## config.mk

```make
export PLATFORM = sky130hd
export DESIGN_NAME = spectrum_decimate_colormap
export DESIGN_NICKNAME = d
export VERILOG_FILES = /design/src/rtl/sdc_pkg.sv /design/src/rtl/sdc_div.sv /design/src/rtl/spectrum_decimate_colormap.sv
export SDC_FILE = /design/constraint.sdc
export NUM_CORES = 2
export LEC_CHECK = 0
export BUFFER_PORTS_ARGS = -buffer_cell sky130_fd_sc_hd__buf_2
export CELL_PAD_IN_SITES_DETAIL_PLACEMENT = 1
export CELL_PAD_IN_SITES_GLOBAL_PLACEMENT = 1
export CORE_MARGIN = 2
export CORE_UTILIZATION = 25
export CTS_BUF_LIST = sky130_fd_sc_hd__clkbuf_4 sky130_fd_sc_hd__clkbuf_8
export CTS_CLUSTER_DIAMETER = 100
export DETAILED_ROUTE_END_ITERATION = 16
export PLACE_DENSITY = 0.52
export SETUP_SLACK_MARGIN = 0.05
export SYNTH_ARGS = -nofsm -noshare
export SYNTH_HDL_FRONTEND = slang
export SYNTH_SLANG_ARGS = --single-unit
```

## constraint.sdc

```tcl
create_clock -name clk_i -period 21.3 [get_ports clk_i]
set_clock_uncertainty 0.15 [all_clocks]
set_input_delay 2.13 -clock clk_i [delete_from_list [all_inputs] [get_ports clk_i]]
set_output_delay 2.13 -clock clk_i [all_outputs]
set_load 0.02 [all_outputs]
```

## src/rtl/sdc_pkg.sv

```systemverilog
// shared constants and types for the spectrum decimation and colormap block
package sdc_pkg;

  localparam int unsigned MAX_BINS_DEF = 8192;

  // divider operand and counter widths
  localparam int unsigned DIV_DVD_W = 36;
  localparam int unsigned DIV_DVS_W = 20;
  localparam int unsigned DIV_CNT_W = 6;

  // amplitudes in 1/16 dB
  localparam logic signed [12:0] PEAK_INIT  = -13'sd3200;
  localparam logic signed [12:0] PEAK_FLOOR = -13'sd3184;
  localparam logic signed [12:0] PEAK_SUBST = -13'sd1920;

  // register reset values
  localparam logic [13:0]        BIN_COUNT_RST   = 14'd512;
  localparam logic [2:0]         LOD_LEVEL_RST   = 3'd0;
  localparam logic [11:0]        FREQ_SCALE_RST  = 12'd256;
  localparam logic signed [12:0] COLOR_LOWER_RST = -13'sd2560;
  localparam logic signed [12:0] COLOR_UPPER_RST = -13'sd1280;
  localparam logic signed [12:0] PAN_MIN_RST     = -13'sd2240;
  localparam logic signed [12:0] PAN_MAX_RST     = -13'sd640;

  // register indexes
  localparam logic [2:0] REG_BIN_COUNT   = 3'd0;
  localparam logic [2:0] REG_LOD_LEVEL   = 3'd1;
  localparam logic [2:0] REG_FREQ_SCALE  = 3'd2;
  localparam logic [2:0] REG_COLOR_LOWER = 3'd3;
  localparam logic [2:0] REG_COLOR_UPPER = 3'd4;
  localparam logic [2:0] REG_PAN_MIN     = 3'd5;
  localparam logic [2:0] REG_PAN_MAX     = 3'd6;

  typedef struct packed {
    logic                 start;
    logic [DIV_DVD_W-1:0] dividend;
    logic [DIV_DVS_W-1:0] divisor;
  } div_req_t;

  typedef struct packed {
    logic                 done;
    logic [DIV_DVD_W-1:0] quotient;
    logic [DIV_DVS_W-1:0] remainder;
  } div_rsp_t;

endpackage

```

## src/rtl/sdc_div.sv

```systemverilog
// shared unsigned restoring divider, one quotient bit per cycle
module sdc_div (
  input  logic             clk_i,
  input  logic             rst_ni,
  input  sdc_pkg::div_req_t req_i,
  output sdc_pkg::div_rsp_t rsp_o
);
  import sdc_pkg::*;

  logic                 busy_q;
  logic                 done_q;
  logic [DIV_CNT_W-1:0] cnt_q;
  logic [DIV_DVD_W-1:0] quo_q;
  logic [DIV_DVS_W-1:0] rem_q;
  logic [DIV_DVS_W-1:0] dvs_q;
  logic [DIV_DVS_W:0]   trial;
  logic                 ge;

  assign trial = {rem_q, quo_q[DIV_DVD_W-1]};
  assign ge    = trial >= {1'b0, dvs_q};

  always_ff @(posedge clk_i or negedge rst_ni) begin
    if (!rst_ni) begin
      busy_q <= 1'b0;
      done_q <= 1'b0;
      cnt_q  <= '0;
    end else begin
      done_q <= 1'b0;
      if (req_i.start) begin
        busy_q <= 1'b1;
        cnt_q  <= DIV_CNT_W'(DIV_DVD_W);
      end else if (busy_q) begin
        cnt_q <= cnt_q - DIV_CNT_W'(1);
        if (cnt_q == DIV_CNT_W'(1)) begin
          busy_q <= 1'b0;
          done_q <= 1'b1;
        end
      end
    end
  end

  always_ff @(posedge clk_i) begin
    if (req_i.start) begin
      quo_q <= req_i.dividend;
      rem_q <= '0;
      dvs_q <= req_i.divisor;
    end else if (busy_q) begin
      quo_q <= {quo_q[DIV_DVD_W-2:0], ge};
      rem_q <= ge ? DIV_DVS_W'(trial - {1'b0, dvs_q}) : trial[DIV_DVS_W-1:0];
    end
  end

  assign rsp_o.done      = done_q;
  assign rsp_o.quotient  = quo_q;
  assign rsp_o.remainder = rem_q;

endmodule

```

## src/rtl/spectrum_decimate_colormap.sv

```systemverilog
// spectrum max-hold decimation with a nine-segment palette, top level
//
//  channel  direction  signals
//  in       sink       in_valid_i, in_ready_o, amplitude_i, frame_start_i
//  out      source     out_valid_o, out_ready_i, x_pos_o .. last_group_o
//  cfg      sink       cfg_we_i, cfg_idx_i, cfg_data_i
//
// a bin that closes no group leaves the sequencer idle and ready for the next bin;
// a bin that closes a group goes through accept, one multiply, then one to five
// divisions through the one shared bit-serial divider, then the output load.
// rst_ni returns the registers to their reset values and clears the counters and sequencer.
// a finished result waits in the output register while the next bin is taken;
// a second group result stalls the input until the first one is taken.
module spectrum_decimate_colormap #(
  parameter int unsigned MAX_BINS = sdc_pkg::MAX_BINS_DEF
) (
  input  logic               clk_i,
  input  logic               rst_ni,
  input  logic               cfg_we_i,
  input  logic [2:0]         cfg_idx_i,
  input  logic [13:0]        cfg_data_i,
  input  logic               in_valid_i,
  output logic               in_ready_o,
  input  logic signed [12:0] amplitude_i,
  input  logic               frame_start_i,
  output logic               out_valid_o,
  input  logic               out_ready_i,
  output logic signed [16:0] x_pos_o,
  output logic signed [13:0] y_pos_o,
  output logic [7:0]         red_o,
  output logic [7:0]         green_o,
  output logic [7:0]         blue_o,
  output logic [12:0]        group_index_o,
  output logic               last_group_o
);
  import sdc_pkg::*;

  typedef enum logic [2:0] {
    S_IDLE, S_MUL, S_XDIV, S_YDIV, S_CDIV0, S_CDIV1, S_CDIV2, S_OUT
  } state_e;

  localparam logic [16:0] MAX_BINS_W = 17'(MAX_BINS);

  // registers
  logic [13:0]        bin_count_q;
  logic [2:0]         lod_q;
  logic [11:0]        fs_q;
  logic signed [12:0] clo_q, chi_q, pmin_q, pmax_q;

  state_e             state_q;
  logic               launched_q;
  logic [13:0]        bc_q, gc_q;
  logic signed [12:0] peak_q;
  logic signed [12:0] p_q;
  logic [13:0]        n_q, gidx_q;
  logic               last_q;
  logic signed [23:0] diff_q;
  logic signed [35:0] numx_q;
  logic [3:0]         cq_q;
  logic [12:0]        crem_q;
  logic signed [16:0] x_q;
  logic signed [13:0] y_q;
  logic [7:0]         r_q, g_q, b_q;

  logic               out_valid_q;
  logic signed [16:0] ox_q;
  logic signed [13:0] oy_q;
  logic [7:0]         or_q, og_q, ob_q;
  logic [12:0]        ogi_q;
  logic               olast_q;

  div_req_t div_req;
  div_rsp_t div_rsp;

  sdc_div u_div (
    .clk_i (clk_i),
    .rst_ni(rst_ni),
    .req_i (div_req),
    .rsp_o (div_rsp)
  );

  // bin bookkeeping for the item at the input
  logic [13:0]        n_w, groups_w, used_w, mask_w, bc_e, gc_e, s_w, bc_nxt;
  logic [2:0]         sh_w;
  logic signed [12:0] peak_e, max_w, p_w;
  logic               drop_w, emit_w, accept;

  always_comb begin
    n_w = (17'(bin_count_q) > MAX_BINS_W) ? MAX_BINS_W[13:0] : bin_count_q;
    sh_w = (lod_q > 3'd4) ? 3'd4 : lod_q;
    if (lod_q == 3'd0) begin
      if (n_w > 14'd4000) sh_w = 3'd2;
      else if (n_w > 14'd2000) sh_w = 3'd1;
    end
    groups_w = n_w >> sh_w;
    used_w   = groups_w << sh_w;
    mask_w   = (14'd1 << sh_w) - 14'd1;
    bc_e     = frame_start_i ? 14'd0 : bc_q;
    gc_e     = frame_start_i ? 14'd0 : gc_q;
    peak_e   = frame_start_i ? PEAK_INIT : peak_q;
    max_w    = (amplitude_i > peak_e) ? amplitude_i : peak_e;
    drop_w   = bc_e >= used_w;
    emit_w   = !drop_w && ((bc_e & mask_w) == mask_w);
    bc_nxt   = (drop_w && bc_e >= n_w) ? bc_e : bc_e + 14'd1;
    p_w      = (max_w < PEAK_FLOOR) ? PEAK_SUBST : max_w;
    s_w      = gc_e << sh_w;
  end

  assign in_ready_o = (state_q == S_IDLE);
  assign accept     = in_valid_i && in_ready_o;

  // x operands
  logic [35:0] absx;
  assign absx = numx_q[35] ? 36'(-numx_q) : 36'(numx_q);

  // y operands
  logic signed [13:0] span_w, dp_w;
  logic signed [23:0] numy;
  logic [22:0]        absnum;
  logic [12:0]        absspan;
  logic               negy;
  always_comb begin
    span_w  = 14'(pmax_q) - 14'(pmin_q);
    dp_w    = 14'(p_q) - 14'(pmin_q);
    numy    = 24'(dp_w) * 24'sd640;
    absnum  = numy[23] ? 23'(-numy) : numy[22:0];
    absspan = span_w[13] ? 13'(-span_w) : span_w[12:0];
    negy    = numy[23] ^ span_w[13];
  end

  // palette operands
  logic signed [13:0] d_w, dd_w;
  logic [16:0]        t_w;
  logic [12:0]        du_w;
  logic               lo_hit, hi_hit;
  logic [35:0]        c_dvd;
  logic [19:0]        c_dvs;
  always_comb begin
    d_w    = 14'(p_q) - 14'(clo_q);
    dd_w   = 14'(chi_q) - 14'(clo_q);
    du_w   = dd_w[12:0];
    t_w    = 17'(d_w[12:0]) * 17'd9;
    lo_hit = p_q <= clo_q;
    hi_hit = p_q >= chi_q;
    unique case (cq_q)
      4'd0, 4'd1: begin
        c_dvd = 36'(t_w) * 36'd235;
        c_dvs = 20'(du_w) << 1;
      end
      4'd2, 4'd4, 4'd7: begin
        c_dvd = 36'(crem_q) * 36'd255;
        c_dvs = 20'(du_w);
      end
      4'd3: begin
        c_dvd = 36'(du_w - crem_q) * 36'd255;
        c_dvs = 20'(du_w);
      end
      4'd5: begin
        c_dvd = ((36'(du_w) << 1) - 36'(crem_q)) * 36'd255;
        c_dvs = 20'(du_w) << 1;
      end
      4'd6: begin
        c_dvd = 36'(du_w - crem_q) * 36'd255;
        c_dvs = 20'(du_w) << 1;
      end
      default: begin
        c_dvd = ((36'(du_w) << 2) - 36'(crem_q)) * 36'd255;
        c_dvs = 20'(du_w) << 2;
      end
    endcase
  end

  // divider request
  always_comb begin
    div_req.start    = 1'b0;
    div_req.dividend = '0;
    div_req.divisor  = 20'd1;
    unique case (state_q)
      S_XDIV: begin
        div_req.start    = !launched_q;
        div_req.dividend = 36'({absx[34:0], 1'b0}) + (36'(n_q) << 4);
        div_req.divisor  = 20'(n_q) << 5;
      end
      S_YDIV: begin
        div_req.start    = !launched_q && (span_w != 14'sd0);
        div_req.dividend = 36'({absnum, 1'b0}) + 36'(absspan);
        div_req.divisor  = 20'({absspan, 1'b0});
      end
      S_CDIV0: begin
        div_req.start    = !launched_q && !lo_hit && !hi_hit;
        div_req.dividend = 36'(t_w);
        div_req.divisor  = 20'(du_w);
      end
      S_CDIV1: begin
        div_req.start    = !launched_q;
        div_req.dividend = c_dvd;
        div_req.divisor  = c_dvs;
      end
      S_CDIV2: begin
        div_req.start    = !launched_q;
        div_req.dividend = 36'(crem_q) * 36'd255;
        div_req.divisor  = 20'(du_w) << 1;
      end
      default: ;
    endcase
  end

  logic [35:0] quo;
  assign quo = div_rsp.quotient;

  always_ff @(posedge clk_i or negedge rst_ni) begin
    if (!rst_ni) begin
      bin_count_q <= BIN_COUNT_RST;
      lod_q       <= LOD_LEVEL_RST;
      fs_q        <= FREQ_SCALE_RST;
      clo_q       <= COLOR_LOWER_RST;
      chi_q       <= COLOR_UPPER_RST;
      pmin_q      <= PAN_MIN_RST;
      pmax_q      <= PAN_MAX_RST;
      state_q     <= S_IDLE;
      launched_q  <= 1'b0;
      bc_q        <= '0;
      gc_q        <= '0;
      peak_q      <= PEAK_INIT;
      out_valid_q <= 1'b0;
    end else begin
      if (cfg_we_i) begin
        unique case (cfg_idx_i)
          REG_BIN_COUNT:   bin_count_q <= cfg_data_i;
          REG_LOD_LEVEL:   lod_q       <= cfg_data_i[2:0];
          REG_FREQ_SCALE:  fs_q        <= cfg_data_i[11:0];
          REG_COLOR_LOWER: clo_q       <= cfg_data_i[12:0];
          REG_COLOR_UPPER: chi_q       <= cfg_data_i[12:0];
          REG_PAN_MIN:     pmin_q      <= cfg_data_i[12:0];
          REG_PAN_MAX:     pmax_q      <= cfg_data_i[12:0];
          default: ;
        endcase
      end

      // the output load in S_OUT owns the valid flag in its cycle
      if (out_valid_q && out_ready_i && state_q != S_OUT) out_valid_q <= 1'b0;

      unique case (state_q)
        S_IDLE: begin
          if (accept) begin
            bc_q <= bc_nxt;
            gc_q <= gc_e;
            if (drop_w) begin
              peak_q <= peak_e;
            end else if (!emit_w) begin
              peak_q <= max_w;
            end else begin
              peak_q  <= PEAK_INIT;
              gc_q    <= gc_e + 14'd1;
              p_q     <= p_w;
              n_q     <= n_w;
              gidx_q  <= gc_e;
              last_q  <= (gc_e + 14'd1) == groups_w;
              diff_q  <= $signed(24'(s_w) * 24'd400 - 24'(n_w) * 24'd200);
              state_q <= S_MUL;
            end
          end
        end
        S_MUL: begin
          numx_q  <= 36'($signed({1'b0, fs_q}) * diff_q);
          state_q <= S_XDIV;
        end
        S_XDIV: begin
          if (!launched_q) begin
            launched_q <= 1'b1;
          end else if (div_rsp.done) begin
            launched_q <= 1'b0;
            x_q        <= numx_q[35] ? 17'(17'd0 - quo[16:0]) : quo[16:0];
            state_q    <= S_YDIV;
          end
        end
        S_YDIV: begin
          if (!launched_q) begin
            if (span_w == 14'sd0) begin
              // flat pan range saturates on the side of the peak
              if (p_q > pmin_q) y_q <= 14'sd8191;
              else if (p_q < pmin_q) y_q <= 14'sh2000;
              else y_q <= 14'sd0;
              state_q <= S_CDIV0;
            end else begin
              launched_q <= 1'b1;
            end
          end else if (div_rsp.done) begin
            launched_q <= 1'b0;
            if (!negy) y_q <= (quo > 36'd8191) ? 14'sd8191 : quo[13:0];
            else y_q <= (quo > 36'd8192) ? 14'sh2000 : 14'(14'd0 - quo[13:0]);
            state_q <= S_CDIV0;
          end
        end
        S_CDIV0: begin
          if (!launched_q) begin
            if (lo_hit) begin
              r_q <= 8'd0; g_q <= 8'd0; b_q <= 8'd20;
              state_q <= S_OUT;
            end else if (hi_hit) begin
              r_q <= 8'd255; g_q <= 8'd255; b_q <= 8'd255;
              state_q <= S_OUT;
            end else begin
              launched_q <= 1'b1;
            end
          end else if (div_rsp.done) begin
            // segment number and position inside it
            launched_q <= 1'b0;
            cq_q       <= quo[3:0];
            crem_q     <= div_rsp.remainder[12:0];
            state_q    <= S_CDIV1;
          end
        end
        S_CDIV1: begin
          if (!launched_q) begin
            launched_q <= 1'b1;
          end else if (div_rsp.done) begin
            launched_q <= 1'b0;
            state_q    <= S_OUT;
            unique case (cq_q)
              4'd0, 4'd1: begin
                r_q <= 8'd0; g_q <= 8'd0; b_q <= 8'(8'd20 + quo[7:0]);
              end
              4'd2: begin r_q <= 8'd0; g_q <= quo[7:0]; b_q <= 8'd255; end
              4'd3: begin r_q <= 8'd0; g_q <= 8'd255; b_q <= quo[7:0]; end
              4'd4: begin r_q <= quo[7:0]; g_q <= 8'd255; b_q <= 8'd0; end
              4'd5, 4'd6: begin r_q <= 8'd255; g_q <= quo[7:0]; b_q <= 8'd0; end
              4'd7: begin r_q <= 8'd255; g_q <= 8'd0; b_q <= quo[7:0]; end
              default: begin
                r_q     <= quo[7:0];
                b_q     <= 8'd255;
                state_q <= S_CDIV2;
              end
            endcase
          end
        end
        S_CDIV2: begin
          if (!launched_q) begin
            launched_q <= 1'b1;
          end else if (div_rsp.done) begin
            launched_q <= 1'b0;
            g_q        <= quo[7:0];
            state_q    <= S_OUT;
          end
        end
        S_OUT: begin
          if (!out_valid_q || out_ready_i) begin
            out_valid_q <= 1'b1;
            ox_q        <= x_q;
            oy_q        <= y_q;
            or_q        <= r_q;
            og_q        <= g_q;
            ob_q        <= b_q;
            ogi_q       <= gidx_q[12:0];
            olast_q     <= last_q;
            state_q     <= S_IDLE;
          end
        end
        default: state_q <= S_IDLE;
      endcase
    end
  end

  assign out_valid_o   = out_valid_q;
  assign x_pos_o       = ox_q;
  assign y_pos_o       = oy_q;
  assign red_o         = or_q;
  assign green_o       = og_q;
  assign blue_o        = ob_q;
  assign group_index_o = ogi_q;
  assign last_group_o  = olast_q;

endmodule
```

==> results_dict.tcl <==
set metrics [dict create \
    htreeDepth 3 \
    max_stage_delay_ns 0.81 \
    dp_slack_ns 10.90 \
    die_w_um 485 \
    setup_slack_ns 10.83 \
    setup_viol 0 \
    initial_core_util_pct 25.1 \
    cts_tree "yes" \
    coreArea_sq_um 230000 \
    n_fill_cell 26900 \
    via_per_inst 4.83 \
    netlist_top_cells_area "fa_1 19%, edfxtp_1 15%, ha_1 14%" \
    cap_violations 0 \
    critPathSlowestCell "o311ai_0" \
    yosysMostFrequentCell "inv_1" \
    syn-num-nets 7572 \
    grt_max_degree 74 \
    clock_latency_ns 0.84 \
    io_buffers 106 \
    synth_seq_cells 445 \
    cts_root_buffer "clkbuf_8" \
    die-area_sq_um 235000 \
    first_global_vias 49800 \
    status "finished, final reports clean" \
    io_pins 107 \
    yosysTopAreaCell "fa_1" \
    synthCells 6321 \
    synth_area_sq_um 57800 \
    cts_resized 0 \
    grt_overflow_total 0 \
    synth_edf_count 290 \
    ys_warn_count 0 \
    ys_types 89 \
    synth_area_per_cell_sq_um 9.14 \
    dp.final_hpwl_um 169000 \
    cts_setup_buffers 0 \
    setup_tns_ns 0 \
    relSlewSlack_pct 20.1 \
    async_flop_share_pct 30.3 \
    clock_path_buffers 3 \
    drv_slew 0 \
    finalWeightedCongestion 0.881 \
    final_hold_viol_count 0 \
    rows 176 \
    synth-seq-area-share_pct 21.7 \
    drc 0 \
    synth-main-ff-cell "edfxtp_1" \
    regToRegSetupSlack_ns 10.83 \
    fin_nets 7642 \
    crit_top_cell "inv_1" \
    area_growth_syn_to_layout_pct 11.0 \
    die_y_um 485 \
    arrival_ns 10.97 \
    timing.hold.ws_ns 0.265 \
    worst_pin_slew_ns 1.19 \
    drive_gt1_share_pct 7.59 \
    gr-usage-all-layers_pct 17.2 \
    worstSetupPathType "reg2reg" \
    rsz0062_at_grt "false" \
    grt_pass1_wl_um 312000 \
    min_path_type "reg2reg" \
    cp_max_fo 12 \
    period_share_pct 49.2 \
    required_ns 21.80 \
    dr_total_vias 45900 \
    drt_pass1_iterations 8 \
    synth_top_area_share_pct 19.2 \
    totalWireLength_um 203000 \
    numCtsBuffers 91 \
    routedWlPerCell_um 21.3 \
    cp-end-kind "register" \
    first_iter_violations 2392 \
    yosys-top-cells-count "1068 x inv_1, 662 x ha_1, 553 x fa_1" \
    antenna_left 0 \
    start_kind "register" \
    clkTransAtPathRegs_ns 0.06 \
    postCtsHoldBufs 0 \
    cts.sinks 445 \
    timing.fmax_mhz 95.5 \
    period_minus_slack_ns 10.47 \
    antenna_found_initial 8 \
]
routing by layer:
layer / GRT usage (%) / vias to the layer above / wire, um
li1: - / 21600 / -
met1: 23.1 / 23300 / 94400
met2: 29.3 / 778 / 95600
met3: 1.81 / 237 / 6800
met4: 4.88 / 6 / 5930
met5: 0 / - / 34
through the flow:
step                utilization [%]  instances  cell area, sq um
global placement               26.9       9324             62000
detailed placement             26.9       9324             62000
global route                   27.9       9497             64100
finish                         27.9       9501             64100
CTS                            27.9       9494             64100
floorplan                         -       6321             57800
cells in the final DEF (no fill, tap or decap), drive strengths merged, types with 19 or more instances in the layout:
master,instances
o31ai,32
o22ai,22
a211oi,56
xor2,147
mux2,73
clkinv,34
nor2b,84
fa,553
o21a,59
a21o,108
buf,176
mux2i,46
a22oi,21
a21oi,315
o211ai,38
nor2,337
a31oi,59
and2,154
xnor2,298
and3,43
edfxtp,290
nand2b,55
o41ai,19
ha,662
dfstp,23
a221oi,42
nand4,33
nand2,491
or2,29
clkbuf,120
dfxtp,20
nor3,86
nand3,97
nor4,26
inv,1074
o21ai,282
dfrtp,112
o21bai,29
or3,38
layout make-up:
type	instances	area, sq um	share of cell area [%]
inverters	1074	4030	6.29
well taps	3026	3790	5.91
repair buffers	176	1060	1.66
clock inverters	50	621	0.968
diodes	7	17.5	0.0273
flip-flops and latches	445	12500	19.5
multi-input cells	4603	40600	63.3
clock buffers	120	1510	2.36
worst max-delay path: cells and delay by family (launching register included):
family          cells  cell delay, ns
compound gates     14            3.69
fa+ha+maj           7            2.92
simple gates        6            1.12
xor+xnor            2            1.06
buf+inv             6            0.99
flops               1            0.40
sequential cells by signal, summed over array words and instances (netlist names), 12 cells and up:
| register | cells |
|---|---|
| u_div.quo_q | 36 |
| numx_q | 33 |
| diff_q | 20 |
| u_div.rem_q | 20 |
| u_div.dvs_q | 19 |
| x_pos_o | 17 |
| x_q | 17 |
| bc_q | 14 |
| bin_count_q | 14 |
| gc_q | 14 |
| n_q | 14 |
| y_pos_o | 14 |
| y_q | 14 |
| chi_q | 13 |
| clo_q | 13 |
| crem_q | 13 |
| gidx_q | 13 |
| group_index_o | 13 |
| p_q | 13 |
| peak_q | 13 |
| pmax_q | 13 |
| pmin_q | 13 |
| fs_q | 12 |
worst paths after layout:
| check | cells after the start | from | endpoint |
|---|---|---|---|
| worst max-delay path | 35 | clo_q[1] | u_div.quo_q[34] |
| worst min-delay path | 0 | b_q[5] | blue_o[5] |
| worst max register to register | 35 | clo_q[1] | u_div.quo_q[34] |
| worst min register to register | 0 | b_q[5] | blue_o[5] |
| max in group asynchronous | 3 | rst_ni | pmax_q[3] |
| min in group asynchronous | 1 | rst_ni | peak_q[6] |
kinds of logic (layout without fill, tap and decap cells):
logic type               Yosys count  count (layout)  synth area share [%]
AND/OR/NAND/NOR                 1540            1540                  13.0
AO/OA/AOI/OAI                   1282            1282                  14.6
buffers and inverters           1273            1420                  8.27
adder cells (fa/ha/maj)         1216            1216                  33.5
XOR/XNOR                         446             446                  6.79
flip-flops                       445             445                  21.7
multiplexers                     119             119                  2.22
other                              0               7                     0
Power is not shown: default switching activity piles up to over one toggle a cycle in this logic, so the estimate is an artifact.
